### config.mk
export PLATFORM = sky130hd
export DESIGN_NAME = repeating_countdown_timer
export DESIGN_NICKNAME = d
export VERILOG_FILES = /design/src/rtl/rtc_pkg.sv /design/src/rtl/rtc_regs.sv /design/src/rtl/rtc_ingress.sv /design/src/rtl/rtc_core.sv /design/src/rtl/repeating_countdown_timer.sv
export VERILOG_INCLUDE_DIRS = /design/src /design/src/rtl
export SDC_FILE = /design/constraint.sdc
export NUM_CORES = 1
export LEC_CHECK = 0
export BUFFER_PORTS_ARGS = -buffer_cell sky130_fd_sc_hd__buf_2
export CAP_MARGIN = 20
export CORE_ASPECT_RATIO = 1.5
export CORE_MARGIN = 10
export CORE_UTILIZATION = 57
export DETAILED_ROUTE_END_ITERATION = 8
export PLACE_DENSITY = 0.82
export SYNTH_ARGS = -nofsm -noshare
export SYNTH_HDL_FRONTEND = slang
export SYNTH_SLANG_ARGS = --single-unit
### constraint.sdc
create_clock -name i_clk -period 8.31 [get_ports i_clk]
set_input_delay 1.2465 -clock i_clk [delete_from_list [all_inputs] [get_ports i_clk]]
set_output_delay 1.2465 -clock i_clk [all_outputs]
set_load 0.05 [all_outputs]
### src/rtl/repeating_countdown_timer_defines.svh
// Assertion macros for the repeating countdown timer.
// RTC_ASSERT_IMP: same-cycle implication, RTC_ASSERT_NXT: next-cycle implication.
`ifndef REPEATING_COUNTDOWN_TIMER_DEFINES_SVH
`define REPEATING_COUNTDOWN_TIMER_DEFINES_SVH

`ifndef SYNTHESIS
`define RTC_ASSERT_IMP(label, clk, rst_n, ante, cons) \
    label: assert property (@(posedge clk) disable iff (!rst_n) (ante) |-> (cons)) \
        else $error("rtc assertion failed");
`define RTC_ASSERT_NXT(label, clk, rst_n, ante, cons) \
    label: assert property (@(posedge clk) disable iff (!rst_n) (ante) |=> (cons)) \
        else $error("rtc assertion failed");
`else
`define RTC_ASSERT_IMP(label, clk, rst_n, ante, cons)
`define RTC_ASSERT_NXT(label, clk, rst_n, ante, cons)
`endif

`endif

### src/rtl/rtc_pkg.sv
`default_nettype none

package rtc_pkg;

    // transaction codes
    localparam logic [2:0] MODE_TICK    = 3'd0;
    localparam logic [2:0] MODE_START   = 3'd1;
    localparam logic [2:0] MODE_STOP    = 3'd2;
    localparam logic [2:0] MODE_PAUSE   = 3'd3;
    localparam logic [2:0] MODE_RESUME  = 3'd4;
    localparam logic [2:0] MODE_RESTART = 3'd5;
    localparam logic [2:0] MODE_FORCE   = 3'd6;

    localparam logic [1:0] ST_STOPPED = 2'd0;
    localparam logic [1:0] ST_RUNNING = 2'd1;
    localparam logic [1:0] ST_PAUSED  = 2'd2;

    localparam int CFG_IDX_W  = 2;
    localparam int CFG_DATA_W = 32;
    localparam logic [CFG_IDX_W-1:0] CFG_INTERVAL     = 2'd0;
    localparam logic [CFG_IDX_W-1:0] CFG_REPEAT_LIMIT = 2'd1;
    localparam logic [CFG_IDX_W-1:0] CFG_TIME_SCALE   = 2'd2;

    localparam logic [15:0] TIME_SCALE_RST = 16'd256;

    typedef struct packed {
        logic [2:0]  mode;
        logic [15:0] delta;
    } t_in;

    typedef struct packed {
        logic        timeout;
        logic [1:0]  status;
        logic [31:0] remaining;
        logic [31:0] dispatch_count;
        logic        ever_dispatched;
    } t_out;

    typedef struct packed {
        logic [31:0]        interval;
        logic signed [16:0] repeat_limit;
        logic [15:0]        time_scale;
        logic               load;      // interval changed, reload time_left
    } t_cfg;

endpackage

`default_nettype wire

### src/rtl/rtc_regs.sv
`default_nettype none

module rtc_regs import rtc_pkg::*; #(
    parameter int TIME_WIDTH = 32
) (
    input  wire logic                  i_clk,
    input  wire logic                  i_rst_n,
    input  wire logic                  i_cfg_valid,
    input  wire logic [CFG_IDX_W-1:0]  i_cfg_index,
    input  wire logic [CFG_DATA_W-1:0] i_cfg_data,
    output t_cfg                       o_cfg
);

    localparam int LW = (TIME_WIDTH < 32) ? TIME_WIDTH : 32;

    logic [31:0]        r_interval, n_interval;
    logic signed [16:0] r_repeat_limit, n_repeat_limit;
    logic [15:0]        r_time_scale, n_time_scale;
    logic               r_load, n_load;
    logic [31:0]        w_new_interval;

    assign w_new_interval = 32'(i_cfg_data[LW-1:0]);

    always_comb begin
        n_interval     = r_interval;
        n_repeat_limit = r_repeat_limit;
        n_time_scale   = r_time_scale;
        n_load         = 1'b0;
        if (i_cfg_valid) begin
            case (i_cfg_index)
                CFG_INTERVAL: begin
                    if (w_new_interval != r_interval) begin
                        n_interval = w_new_interval;
                        n_load     = 1'b1;
                    end
                end
                CFG_REPEAT_LIMIT: begin
                    // any negative value means forever
                    n_repeat_limit = i_cfg_data[16] ? -17'sd1 : {1'b0, i_cfg_data[15:0]};
                end
                CFG_TIME_SCALE: begin
                    if (i_cfg_data[15:0] != 16'd0) begin
                        n_time_scale = i_cfg_data[15:0];
                    end
                end
                default: begin
                end
            endcase
        end
    end

    always_ff @(posedge i_clk) begin
        if (!i_rst_n) begin
            r_interval     <= '0;
            r_repeat_limit <= '0;
            r_time_scale   <= TIME_SCALE_RST;
            r_load         <= 1'b0;
        end else begin
            r_interval     <= n_interval;
            r_repeat_limit <= n_repeat_limit;
            r_time_scale   <= n_time_scale;
            r_load         <= n_load;
        end
    end

    assign o_cfg = '{interval: r_interval, repeat_limit: r_repeat_limit,
                     time_scale: r_time_scale, load: r_load};

endmodule

`default_nettype wire

### src/rtl/rtc_ingress.sv
`default_nettype none

// Input register: captures the transaction and the scaled elapsed time.
module rtc_ingress import rtc_pkg::*; #(
    parameter int SCALE_FRAC_BITS = 8
) (
    input  wire logic              i_clk,
    input  wire logic              i_rst_n,
    input  wire logic              i_in_valid,
    output logic                   o_in_ready,
    input  wire t_in               i_in,
    input  wire logic [15:0]       i_time_scale,
    input  wire logic              i_adv,
    output logic                   o_valid,
    output logic [2:0]             o_mode,
    output logic [31-SCALE_FRAC_BITS:0] o_scaled
);

    localparam int SW = 32 - SCALE_FRAC_BITS;

    logic          r_valid, n_valid;
    logic [2:0]    r_mode;
    logic [SW-1:0] r_scaled;
    logic [31:0]   w_product;
    logic          w_take;

    assign w_product  = 32'(i_in.delta) * 32'(i_time_scale);
    assign o_in_ready = !r_valid || i_adv;
    assign w_take     = i_in_valid && o_in_ready;

    always_comb begin
        n_valid = r_valid;
        if (w_take) begin
            n_valid = 1'b1;
        end else if (i_adv) begin
            n_valid = 1'b0;
        end
    end

    always_ff @(posedge i_clk) begin
        if (!i_rst_n) begin
            r_valid <= 1'b0;
        end else begin
            r_valid <= n_valid;
        end
    end

    always_ff @(posedge i_clk) begin
        if (w_take) begin
            r_mode   <= i_in.mode;
            r_scaled <= w_product[31:SCALE_FRAC_BITS];
        end
    end

    assign o_valid  = r_valid;
    assign o_mode   = r_mode;
    assign o_scaled = r_scaled;

endmodule

`default_nettype wire

### src/rtl/rtc_core.sv
`default_nettype none
`include "repeating_countdown_timer_defines.svh"

// Timer state and result register.
module rtc_core import rtc_pkg::*; #(
    parameter int TIME_WIDTH      = 32,
    parameter int SCALE_FRAC_BITS = 8
) (
    input  wire logic              i_clk,
    input  wire logic              i_rst_n,
    input  wire t_cfg              i_cfg,
    input  wire logic              i_valid,
    input  wire logic [2:0]        i_mode,
    input  wire logic [31-SCALE_FRAC_BITS:0] i_scaled,
    output logic                   o_adv,
    output logic                   o_out_valid,
    input  wire logic              i_out_ready,
    output t_out                   o_out
);

    localparam int LW = (TIME_WIDTH < 32) ? TIME_WIDTH : 32;
    localparam int SW = 32 - SCALE_FRAC_BITS;
    localparam int CW = (LW > SW) ? LW : SW;

    logic [1:0]    r_run_state, n_run_state;
    logic [LW-1:0] r_time_left, n_time_left;
    logic [31:0]   r_fire_count, n_fire_count;
    logic          r_fired_flag, n_fired_flag;
    logic          r_out_valid, n_out_valid;
    t_out          r_out;
    logic          n_timeout;

    logic [LW-1:0] w_reload;
    logic [CW-1:0] w_left_x, w_scaled_x, w_diff;
    logic          w_expired;
    logic [31:0]   w_count_inc;
    logic          w_repeat;

    assign w_reload    = i_cfg.interval[LW-1:0];
    assign w_left_x    = CW'(r_time_left);
    assign w_scaled_x  = CW'(i_scaled);
    assign w_diff      = w_left_x - w_scaled_x;
    assign w_expired   = (w_left_x <= w_scaled_x);
    assign w_count_inc = (r_fire_count == '1) ? r_fire_count : r_fire_count + 32'd1;
    assign w_repeat    = i_cfg.repeat_limit[16] ||
                         ((i_cfg.repeat_limit != 17'sd0) &&
                          (w_count_inc <= 32'(i_cfg.repeat_limit[15:0])));

    assign o_adv = i_valid && (!r_out_valid || i_out_ready);

    always_comb begin
        n_run_state  = r_run_state;
        n_time_left  = r_time_left;
        n_fire_count = r_fire_count;
        n_fired_flag = r_fired_flag;
        n_timeout    = 1'b0;
        if (i_cfg.load) begin
            n_time_left = w_reload;
        end
        if (o_adv) begin
            case (i_mode)
                MODE_TICK: begin
                    if (r_run_state == ST_RUNNING) begin
                        if (w_expired) begin
                            // reload either way; repeat budget decides run or stop
                            n_timeout    = 1'b1;
                            n_fired_flag = 1'b1;
                            n_fire_count = w_count_inc;
                            n_time_left  = w_reload;
                            n_run_state  = w_repeat ? ST_RUNNING : ST_STOPPED;
                        end else begin
                            n_time_left = w_diff[LW-1:0];
                        end
                    end
                end
                MODE_START: begin
                    if (r_run_state == ST_STOPPED) begin
                        n_run_state  = ST_RUNNING;
                        n_fire_count = '0;
                    end else if (r_run_state == ST_PAUSED) begin
                        n_run_state = ST_RUNNING;
                    end else begin
                        n_time_left = w_reload;
                    end
                end
                MODE_STOP, MODE_FORCE: begin
                    if (r_run_state != ST_STOPPED) begin
                        n_timeout   = (i_mode == MODE_FORCE);
                        n_run_state = ST_STOPPED;
                        n_time_left = w_reload;
                    end
                end
                MODE_PAUSE: begin
                    if (r_run_state == ST_RUNNING) begin
                        n_run_state = ST_PAUSED;
                    end
                end
                MODE_RESUME: begin
                    if (r_run_state == ST_PAUSED) begin
                        n_run_state = ST_RUNNING;
                    end
                end
                MODE_RESTART: begin
                    n_run_state = ST_RUNNING;
                    if (r_run_state == ST_STOPPED) begin
                        n_fire_count = '0;
                    end else begin
                        n_time_left = w_reload;
                    end
                end
                default: begin
                end
            endcase
        end
    end

    always_comb begin
        n_out_valid = r_out_valid;
        if (o_adv) begin
            n_out_valid = 1'b1;
        end else if (i_out_ready) begin
            n_out_valid = 1'b0;
        end
    end

    always_ff @(posedge i_clk) begin
        if (!i_rst_n) begin
            r_run_state  <= ST_STOPPED;
            r_time_left  <= '0;
            r_fire_count <= '0;
            r_fired_flag <= 1'b0;
            r_out_valid  <= 1'b0;
        end else begin
            r_run_state  <= n_run_state;
            r_time_left  <= n_time_left;
            r_fire_count <= n_fire_count;
            r_fired_flag <= n_fired_flag;
            r_out_valid  <= n_out_valid;
        end
    end

    always_ff @(posedge i_clk) begin
        if (o_adv) begin
            r_out <= '{timeout: n_timeout, status: n_run_state,
                       remaining: 32'(n_time_left), dispatch_count: n_fire_count,
                       ever_dispatched: n_fired_flag};
        end
    end

    assign o_out_valid = r_out_valid;
    assign o_out       = r_out;

    // a count can only exist after a tick timeout
    `RTC_ASSERT_IMP(a_count_implies_flag, i_clk, i_rst_n, r_fire_count != 32'd0, r_fired_flag)
    // sticky flag never drops outside reset
    `RTC_ASSERT_IMP(a_flag_sticky, i_clk, i_rst_n, $past(i_rst_n) && $past(r_fired_flag), r_fired_flag)
    // count moves by one step or clears on a fresh start
    `RTC_ASSERT_IMP(a_count_step, i_clk, i_rst_n, $past(i_rst_n), (r_fire_count == $past(r_fire_count)) || (r_fire_count == $past(r_fire_count) + 32'd1) || (r_fire_count == 32'd0))
    // every timeout leaves the timer reloaded
    `RTC_ASSERT_IMP(a_timeout_reloads, i_clk, i_rst_n, r_out_valid && r_out.timeout, r_out.remaining == 32'(w_reload))

endmodule

`default_nettype wire

### src/rtl/repeating_countdown_timer.sv
`default_nettype none

// Channel   Direction  Handshake                  Payload
// in        input      i_in_valid / o_in_ready    i_in  (t_in: mode, delta)
// out       output     o_out_valid / i_out_ready  o_out (t_out: timeout, status,
//                                                  remaining, dispatch_count,
//                                                  ever_dispatched)
// cfg       input      i_cfg_valid / o_cfg_ready  i_cfg_index, i_cfg_data
//
// Path: an input transaction goes through the input register, then the
// result register. One transaction per cycle sustained while i_out_ready is
// high; the limit is the state update (compare, subtract, reload) in rtc_core.
// Reset: synchronous, active low; timer stopped, time_left 0, interval 0,
// repeat limit 0, time scale 1.0.
// Stalls: o_in_ready drops only while both the input stage and the result
// register hold a transaction and i_out_ready is low. o_cfg_ready is always high.
module repeating_countdown_timer import rtc_pkg::*; #(
    parameter int TIME_WIDTH      = 32,
    parameter int SCALE_FRAC_BITS = 8
) (
    input  wire logic                  i_clk,
    input  wire logic                  i_rst_n,
    // item input
    input  wire logic                  i_in_valid,
    output logic                       o_in_ready,
    input  wire t_in                   i_in,
    // result output
    output logic                       o_out_valid,
    input  wire logic                  i_out_ready,
    output t_out                       o_out,
    // register writes
    input  wire logic                  i_cfg_valid,
    output logic                       o_cfg_ready,
    input  wire logic [CFG_IDX_W-1:0]  i_cfg_index,
    input  wire logic [CFG_DATA_W-1:0] i_cfg_data
);

    localparam int SW = 32 - SCALE_FRAC_BITS;

    t_cfg          w_cfg;
    logic          w_s1_valid;
    logic [2:0]    w_s1_mode;
    logic [SW-1:0] w_s1_scaled;
    logic          w_adv;

    // registers are written whenever offered
    assign o_cfg_ready = 1'b1;

    rtc_regs #(
        .TIME_WIDTH (TIME_WIDTH)
    ) u_regs (
        .i_clk       (i_clk),
        .i_rst_n     (i_rst_n),
        .i_cfg_valid (i_cfg_valid),
        .i_cfg_index (i_cfg_index),
        .i_cfg_data  (i_cfg_data),
        .o_cfg       (w_cfg)
    );

    // scale multiply happens on the way into the input register, so the
    // state update stage sees only a subtract and compare
    rtc_ingress #(
        .SCALE_FRAC_BITS (SCALE_FRAC_BITS)
    ) u_ingress (
        .i_clk        (i_clk),
        .i_rst_n      (i_rst_n),
        .i_in_valid   (i_in_valid),
        .o_in_ready   (o_in_ready),
        .i_in         (i_in),
        .i_time_scale (w_cfg.time_scale),
        .i_adv        (w_adv),
        .o_valid      (w_s1_valid),
        .o_mode       (w_s1_mode),
        .o_scaled     (w_s1_scaled)
    );

    rtc_core #(
        .TIME_WIDTH      (TIME_WIDTH),
        .SCALE_FRAC_BITS (SCALE_FRAC_BITS)
    ) u_core (
        .i_clk       (i_clk),
        .i_rst_n     (i_rst_n),
        .i_cfg       (w_cfg),
        .i_valid     (w_s1_valid),
        .i_mode      (w_s1_mode),
        .i_scaled    (w_s1_scaled),
        .o_adv       (w_adv),
        .o_out_valid (o_out_valid),
        .i_out_ready (i_out_ready),
        .o_out       (o_out)
    );

endmodule

`default_nettype wire
==> results of run 1 <==
-- worst max-delay path, stage by stage --
cell and delay (ns):
sky130_fd_sc_hd__buf_2 0.21, sky130_fd_sc_hd__and2_1 0.22, sky130_fd_sc_hd__fa_1 0.54, sky130_fd_sc_hd__inv_1 0.05, sky130_fd_sc_hd__fa_1 0.46, sky130_fd_sc_hd__fa_1 0.52
sky130_fd_sc_hd__inv_1 0.06, sky130_fd_sc_hd__fa_1 0.50, sky130_fd_sc_hd__fa_1 0.49, sky130_fd_sc_hd__inv_1 0.05, sky130_fd_sc_hd__fa_1 0.47, sky130_fd_sc_hd__inv_1 0.04
sky130_fd_sc_hd__ha_1 0.32, sky130_fd_sc_hd__a2111oi_0 0.66, sky130_fd_sc_hd__a211oi_1 0.33, sky130_fd_sc_hd__o211ai_1 0.36, sky130_fd_sc_hd__a21oi_1 0.16, sky130_fd_sc_hd__or3_1 0.41
sky130_fd_sc_hd__a21oi_1 0.19, sky130_fd_sc_hd__xnor2_1 0.08
-- synth_stat cells, types with 23 or more instances --
master	n
sky130_fd_sc_hd__a21oi_1	73
sky130_fd_sc_hd__o21ai_1	47
sky130_fd_sc_hd__a21o_1	27
sky130_fd_sc_hd__fa_1	194
sky130_fd_sc_hd__clkbuf_1	79
sky130_fd_sc_hd__nor2_1	172
sky130_fd_sc_hd__and2_1	183
sky130_fd_sc_hd__edfxtp_1	95
sky130_fd_sc_hd__nor4_1	28
sky130_fd_sc_hd__xor2_1	50
sky130_fd_sc_hd__mux2i_1	69
sky130_fd_sc_hd__o21ai_0	59
sky130_fd_sc_hd__nand4_1	29
sky130_fd_sc_hd__inv_1	302
sky130_fd_sc_hd__and3_1	23
sky130_fd_sc_hd__xnor2_1	38
sky130_fd_sc_hd__ha_1	142
sky130_fd_sc_hd__nand2_1	231
sky130_fd_sc_hd__dfxtp_1	135
sky130_fd_sc_hd__a211oi_1	29
sky130_fd_sc_hd__nor3_1	37
sky130_fd_sc_hd__nand3_1	27
-- metrics by stage --
| stage | worst slack, ns | utilization [%] | area, um^2 |
|---|---|---|---|
| global placement | 0.784 | 60.0 | 22000 |
| detailed placement | 0.707 | 60.0 | 22000 |
| CTS | 1.24 | 62.1 | 22700 |
| finish | 1.21 | 62.1 | 22700 |
| global route | 0.949 | 62.1 | 22700 |
| floorplan | 1.30 | - | 21000 |
-- worst max path at each step --
stage,cells past startpoint,to,startpoint
after global placement,19,u_ingress.o_scaled[22]$_DFFE_PP_,i_in[12]
after CTS,20,u_ingress.o_scaled[22]$_DFFE_PP_,i_in[9]
after global routing,20,u_ingress.o_scaled[22]$_DFFE_PP_,i_in[8]
final,20,u_ingress.o_scaled[22]$_DFFE_PP_,i_in[9]
after floorplan,19,u_ingress.o_scaled[22]$_DFFE_PP_,i_in[12]
after detailed placement,20,u_ingress.o_scaled[22]$_DFFE_PP_,i_in[9]
-- final cells by class --
class | instances | share of cell area, %
well taps | 484 | 2.66
clock inverters | 12 | 0.666
multi-input cells | 1697 | 61.3
clock buffers | 26 | 2.63
inverters | 302 | 4.99
repair buffers | 141 | 3.28
flip-flops and latches | 230 | 24.4
-- routing by layer --
layer	routed length, um	vias to the layer above	share of wire [%]
li1	-	7943	-
met5	0	-	0
met4	4540	0	7.5
met2	31100	774	51
met3	3660	234	6.0
met1	21400	8365	35
-- power groups by stage --
stage                     Clock (uW)  Sequential (uW)  Combinational, uW
after floorplan                    0             1350                663
after detailed placement           0             1330                931
after global routing            1110             1310               1060
final                           1060             1310                942
after global placement             0             1330                896
after CTS                       1070             1310                938
-- cell families after synthesis --
logic type / count (synthesis)
AND/OR/NAND/NOR: 804
buffers and inverters: 404
AO/OA/AOI/OAI: 392
adder cells (fa/ha/maj): 336
flip-flops: 230
XOR/XNOR: 88
multiplexers: 76
other: 1
-- state kept, by name, summed over array words and instances (netlist names) --
register / count
u_core.r_fire_count: 32
u_core.r_fired_flag: 1
u_regs.r_interval: 32
u_core.r_run_state: 2
u_regs.r_load: 1
u_core.o_out_valid: 1
u_core.o_out: 68
u_ingress.o_mode: 3
u_ingress.o_scaled: 24
u_core.r_time_left: 32
u_regs.r_repeat_limit: 17
u_regs.r_time_scale: 16
u_ingress.o_valid: 1
-- layout by cell type, fill, tap and decap left out, types with 6 or more instances in the layout --
cell type / count
sky130_fd_sc_hd__inv_1: 301
sky130_fd_sc_hd__nand2_1: 231
sky130_fd_sc_hd__fa_1: 194
sky130_fd_sc_hd__and2_1: 183
sky130_fd_sc_hd__nor2_1: 171
sky130_fd_sc_hd__ha_1: 142
sky130_fd_sc_hd__dfxtp_1: 135
sky130_fd_sc_hd__buf_2: 128
sky130_fd_sc_hd__edfxtp_1: 95
sky130_fd_sc_hd__a21oi_1: 73
sky130_fd_sc_hd__mux2i_1: 69
sky130_fd_sc_hd__o21ai_0: 59
sky130_fd_sc_hd__xor2_1: 50
sky130_fd_sc_hd__o21ai_1: 46
sky130_fd_sc_hd__xnor2_1: 38
sky130_fd_sc_hd__nor3_1: 37
sky130_fd_sc_hd__nand4_1: 29
sky130_fd_sc_hd__a211oi_1: 29
sky130_fd_sc_hd__nor4_1: 28
sky130_fd_sc_hd__nand3_1: 27
sky130_fd_sc_hd__a21o_1: 27
sky130_fd_sc_hd__and3_1: 23
sky130_fd_sc_hd__clkbuf_16: 23
sky130_fd_sc_hd__a31oi_1: 22
sky130_fd_sc_hd__nor2b_1: 16
sky130_fd_sc_hd__buf_4: 12
sky130_fd_sc_hd__a22oi_1: 11
sky130_fd_sc_hd__o21a_1: 9
sky130_fd_sc_hd__or3_1: 9
sky130_fd_sc_hd__nand2b_1: 8
sky130_fd_sc_hd__o31ai_2: 8
sky130_fd_sc_hd__a22o_1: 8
sky130_fd_sc_hd__o21bai_1: 7
sky130_fd_sc_hd__o211ai_1: 7
sky130_fd_sc_hd__a221o_1: 7
sky130_fd_sc_hd__a221oi_1: 7
sky130_fd_sc_hd__o31ai_1: 7
sky130_fd_sc_hd__o31a_1: 6
sky130_fd_sc_hd__mux2_2: 6
sky130_fd_sc_hd__or2_2: 6
==> results.cfg, run 1 <==
[timing]
rsz0062_at_grt = false
max_clock_freq_mhz = 141
whs_ns = 0.521
worst_slew_margin_rel_pct = 28.9
timing.final.hold_violations = 0
final.setup.tns_ns = 0
finalClockSkew_ns = 0.0142
layout_min_cycle_time_ns = 7.10
max_slew.worst_pin.slew_ns = 1.05
layout_worst_path_cycle_share_pct = 85.4
slew_viol_final = 0
finalSetupViolations = 0

[synth]
post_synth_mux_area_share_pct = 3.66
synthXorXnorAreaFrac_pct = 3.66
yosys-top-cells-area = sky130_fd_sc_hd__fa_1, sky130_fd_sc_hd__edfxtp_1, sky130_fd_sc_hd__dfxtp_1
synth_compound_area_share_pct = 12.7
post-synth-top-area-fraction_pct = 18.5
ys_seq_elements = 230
seq_area_frac_synth_pct = 26.4
synth_area_um2 = 21000
dominantRegCellSynth = sky130_fd_sc_hd__dfxtp_1
synthSimpleGateAreaFrac_pct = 19.2
async_set_reset_flop_share_out_of_synthesis_pct = 0
synth.largest_area_cell = sky130_fd_sc_hd__fa_1
postSynthAreaPerCell_um2 = 9.02
synthAdderAreaFrac_pct = 26.9
synth-edff-count = 95
mappedNetlistNets = 2725
ys_types = 91
ys_warn_count = 0
synthesis.instances = 2331
dominant_combinational_cell_family_by_area_after_synthesis = adder cells

[global_route]
use_met3_pct = 3.31
overall_global_routing_resource_usage_pct = 26.8
grt_first_pass_wirelength_mm = 95.8
grt_max_degree = 78
grt_busiest_layer = met2
antenna_found_initial = 0
met1_usage_pct = 28.1
grt_overflow_total = 0
grt_pass1_vias = 17900
met2_track_demand_over_resource_in_global_routing_pct = 49.0

[die]
start_util_pct = 57.5
pin_count = 129
die-area_um2 = 45100
fp-row-count = 86
die_w_um = 177
area_of_the_core_region_um2 = 36600
die-height_um = 255

[cells_and_area]
multi_input_comb_area_um2 = 13900
regArea_um2 = 5560
layout-area-overhead-vs-synth_pct = 8.05
final_nets = 2787
final_cell_count_no_fill = 2892
fillerInstances = 3068
insertedDiodeCount = 0
final_layout_size_suffix_gt1_share_pct = 9.51

[worst_hold_path]
worstHoldPathCells = 2
hold-path-endpoint = u_regs.r_repeat_limit[12]$_SDFFE_PN0P_
worst_hold_check_path_type = reg2reg
min_from = u_regs.r_repeat_limit[12]$_SDFFE_PN0P_

[power]
ir_drop_v = 0.000141
seqPwrFrac_pct = 39.6
switching_power_uw = 1090
internal-power_uw = 2220
p_clk_share_pct = 32.0
comb_power_share_pct = 28.4
powerDensity_nw_per_um2 = 146
totalPowerFinal_uw = 3310
netSwitchingFraction_pct = 32.8
leakage_uw = 0.0106

[clocking]
cts-hold-fix-buffers = 0
numClockSinks = 230
clkTransAtPathRegs_ns = 0.06
cts_tree = yes
worst_skew_pair.late_latency_ns = 0.53
clock_tree.root_cell = sky130_fd_sc_hd__clkbuf_16
numCtsBuffers = 21
post-cts-setup-buffer-count = 0
cts.path.max_buffers = 3
ctsResizeCount = 0
htreeDepth = 1

[place]
globalplace.congestion = 0.990
placedCellCount = 2852
dpl.hpwl_mm = 47.7
count_of_input_and_output_buffers = 127

[setup_path]
cp.required_ns = 8.58
worstReg2RegStart = u_regs.r_time_scale[5]$_SDFFE_PN0P_
crit_fanout = 16
r2r_slack_ns = 1.37
rr_endpoint = u_ingress.o_scaled[22]$_DFFE_PP_
startpoint_type = primary input
timing.critical_path.to_type = flop
type_of_the_worst_setup_path = in2reg
arrival_ns = 7.37
worst-r2r-cell-count = 19

[drt]
dr.first_iter.drc_count = 1411
drc_violation_count_after_routing = 0
antenna_left = 0
via_count = 17300
detail_route.vias_per_cell = 5.99
wl_per_cell_um = 21.0
routed_wirelength_mm = 60.7
detailedRoute.firstPassIterationCount = 8

[flow_run]
max_cap_viol_count = 0

[outcome]
outcome = completed
Note: power is estimated with default switching activity, not from simulation.
==> run 2, diff against run 1 <==
--- a/config.mk
+++ b/config.mk
@@ -6,13 +6,13 @@
 export SDC_FILE = /design/constraint.sdc
 export NUM_CORES = 1
 export LEC_CHECK = 0
-export BUFFER_PORTS_ARGS = -buffer_cell sky130_fd_sc_hd__buf_2
 export CAP_MARGIN = 20
 export CORE_ASPECT_RATIO = 1.5
 export CORE_MARGIN = 10
 export CORE_UTILIZATION = 57
 export DETAILED_ROUTE_END_ITERATION = 8
-export PLACE_DENSITY = 0.82
+export DONT_BUFFER_PORTS = 1
+export PLACE_DENSITY = 0.79
 export SYNTH_ARGS = -nofsm -noshare
 export SYNTH_HDL_FRONTEND = slang
 export SYNTH_SLANG_ARGS = --single-unit
==> run 2 against run 1 <==
Power down 3.9%. Combinational power decreased by 12%. Register-to-register slack got worse by 0.09 ns. Sequential power increased by 3%. Sequential share of layout area grew 0.75 points. Flip-flop and latch count unchanged. Global-route usage down 0.81 points. Fmax increased by 0.90%. Core utilization decreased by 1.9 points. Cell area shrank 3.0%. First-iteration DRC count grew 5.1%.
==> results.cfg, run 2 (synthesized netlist as in run 1, its figures left out) <==
[outcome]
outcome = completed

[clocking]
cts.path.max_buffers = 3
clkTransAtPathRegs_ns = 0.07
worst_skew_pair.late_latency_ns = 0.55
post-cts-setup-buffer-count = 0
numCtsBuffers = 22
htreeDepth = 1
clock_tree.root_cell = sky130_fd_sc_hd__clkbuf_16
numClockSinks = 230
cts-hold-fix-buffers = 0
ctsResizeCount = 0
cts_tree = yes

[setup_path]
critPathMaxStageDelay_ns = 0.80
critical_path.most_common_cell = sky130_fd_sc_hd__fa_1
startpoint_type = flop
critical-path-top-delay-family = adder cells
crit_fanout = 17
cp.required_ns = 8.60
r2r_slack_ns = 1.28
slowest_stage = sky130_fd_sc_hd__dfxtp_1
timing.critical_path.to_type = flop
arrival_ns = 7.32
type_of_the_worst_setup_path = reg2reg
number_of_buffers_and_inverters_on_the_critical_path = 3
timing.critical_path.cells = nand2_1 > fa_1 > fa_1 > fa_1 > inv_1 > fa_1 > fa_1 > inv_1 > fa_1 > inv_1 > ha_1 > a2111oi_0 > a211oi_1 > o211ai_1 > a21oi_1 > or3_1 > a21oi_1 > xnor2_1

[cells_and_area]
layout-area-overhead-vs-synth_pct = 4.82
final_nets = 2659
final_layout_size_suffix_gt1_share_pct = 4.30
mostFrequentLayoutCell = sky130_fd_sc_hd__inv_1
fillerInstances = 3128
mostFrequentLayoutCells = sky130_fd_sc_hd__inv_1, sky130_fd_sc_hd__nand2_1, sky130_fd_sc_hd__fa_1
insertedDiodeCount = 0
flip_flop_count_of_the_largest_register_all_copies_and_words_added = 68

[timing]
finalSetupViolations = 0
whs_ns = 0.522
finalClockSkew_ns = 0.0264
max_slew.worst_pin.slew_ns = 1.04
rsz0062_at_grt = false
final.setup.tns_ns = 0
timing.final.hold_violations = 0
worst_slew_margin_rel_pct = 30.6
slew_viol_final = 0
layout_min_cycle_time_ns = 7.03
layout_worst_path_cycle_share_pct = 84.6
max_clock_freq_mhz = 142

[global_route]
grt_pass1_vias = 17000
grt_overflow_total = 0
met1_usage_pct = 29.4
grt_first_pass_wirelength_mm = 92.8
overall_global_routing_resource_usage_pct = 26.0
met2_track_demand_over_resource_in_global_routing_pct = 45.5
grt_max_degree = 75
antenna_found_initial = 0
use_met3_pct = 3.17
grt_busiest_layer = met2

[power]
ir_drop_v = 0.000148
leakage_uw = 0.0101
powerDensity_nw_per_um2 = 144

[die]
die-area_um2 = 45100
pin_count = 129
fp-row-count = 86
start_util_pct = 57.5
area_of_the_core_region_um2 = 36600
die-height_um = 255
die_w_um = 177

[place]
count_of_input_and_output_buffers = 0
globalplace.congestion = 0.937
dpl.hpwl_mm = 46.5

[drt]
detail_route.vias_per_cell = 6.13
wl_per_cell_um = 21.4
dr.first_iter.drc_count = 1483
antenna_left = 0
routed_wirelength_mm = 59.2
via_count = 16900
detailedRoute.firstPassIterationCount = 6
drc_violation_count_after_routing = 0

[flow_run]
max_cap_viol_count = 0

[worst_hold_path]
worst_hold_check_path_type = reg2reg
[run 2: layout make-up]
| type | instances | area (um^2) | area share, % |
|---|---|---|---|
| sequential | 230 | 5560 | 25.2 |
| timing repair buffer | 12 | 97.6 | 0.443 |
| clock buffer | 31 | 647 | 2.93 |
| tap | 484 | 606 | 2.75 |
| multi-input combinational | 1697 | 13900 | 63.2 |
| inverter | 302 | 1130 | 5.14 |
| clock inverter | 9 | 70.1 | 0.318 |
[run 2: power breakdown]
part / internal, uW / total, uW / switching (uW)
logic: 336 / 829 / 493
registers: 1260 / 1350 / 92.4
clock network: 550 / 1000 / 450
total: 2150 / 3180 / 1040
[run 2: worst reg2reg max path: stages (launching register included)]
cell,delay (ns)
sky130_fd_sc_hd__dfxtp_1,0.80
sky130_fd_sc_hd__nand2_1,0.20
sky130_fd_sc_hd__fa_1,0.54
sky130_fd_sc_hd__fa_1,0.51
sky130_fd_sc_hd__fa_1,0.52
sky130_fd_sc_hd__inv_1,0.06
sky130_fd_sc_hd__fa_1,0.49
sky130_fd_sc_hd__fa_1,0.49
sky130_fd_sc_hd__inv_1,0.05
sky130_fd_sc_hd__fa_1,0.47
sky130_fd_sc_hd__inv_1,0.04
sky130_fd_sc_hd__ha_1,0.31
sky130_fd_sc_hd__a2111oi_0,0.76
sky130_fd_sc_hd__a211oi_1,0.38
sky130_fd_sc_hd__o211ai_1,0.34
sky130_fd_sc_hd__a21oi_1,0.15
sky130_fd_sc_hd__or3_1,0.40
sky130_fd_sc_hd__a21oi_1,0.19
sky130_fd_sc_hd__xnor2_1,0.08
[run 2: path summary, 6_finish.rpt]
path,start,cells past startpoint,end
min reg2reg,u_regs.r_repeat_limit[14]$_SDFFE_PN0P_,2,u_regs.r_repeat_limit[14]$_SDFFE_PN0P_
min,u_regs.r_repeat_limit[14]$_SDFFE_PN0P_,2,u_regs.r_repeat_limit[14]$_SDFFE_PN0P_
max reg2reg,u_regs.r_time_scale[1]$_SDFFE_PN0P_,18,u_ingress.o_scaled[22]$_DFFE_PP_
max,u_regs.r_time_scale[1]$_SDFFE_PN0P_,18,u_ingress.o_scaled[22]$_DFFE_PP_
[run 2: per-layer routing]
| layer | vias up | wire, um |
|---|---|---|
| met2 | 783 | 29200 |
| met1 | 8236 | 21700 |
| li1 | 7690 | - |
| met4 | 0 | 4270 |
| met5 | - | 0 |
| met3 | 232 | 4010 |
[run 2: per-stage QoR]
stage | utilization, % | worst slack [ns] | total power [uW] | instance area [um^2] | cells
6_report | 60.3 | 1.28 | 3180 | 22000 | 2765
5_1_grt | 60.3 | 0.947 | 3360 | 22000 | 2765
4_1_cts | 60.2 | 1.35 | 3190 | 22000 | 2764
3_5_place_dp | 58.3 | 0.917 | 2200 | 21300 | 2724
3_3_place_gp | 58.3 | 1.11 | 2160 | 21300 | 2724
2_1_floorplan | - | 1.30 | 2010 | 21000 | 2331
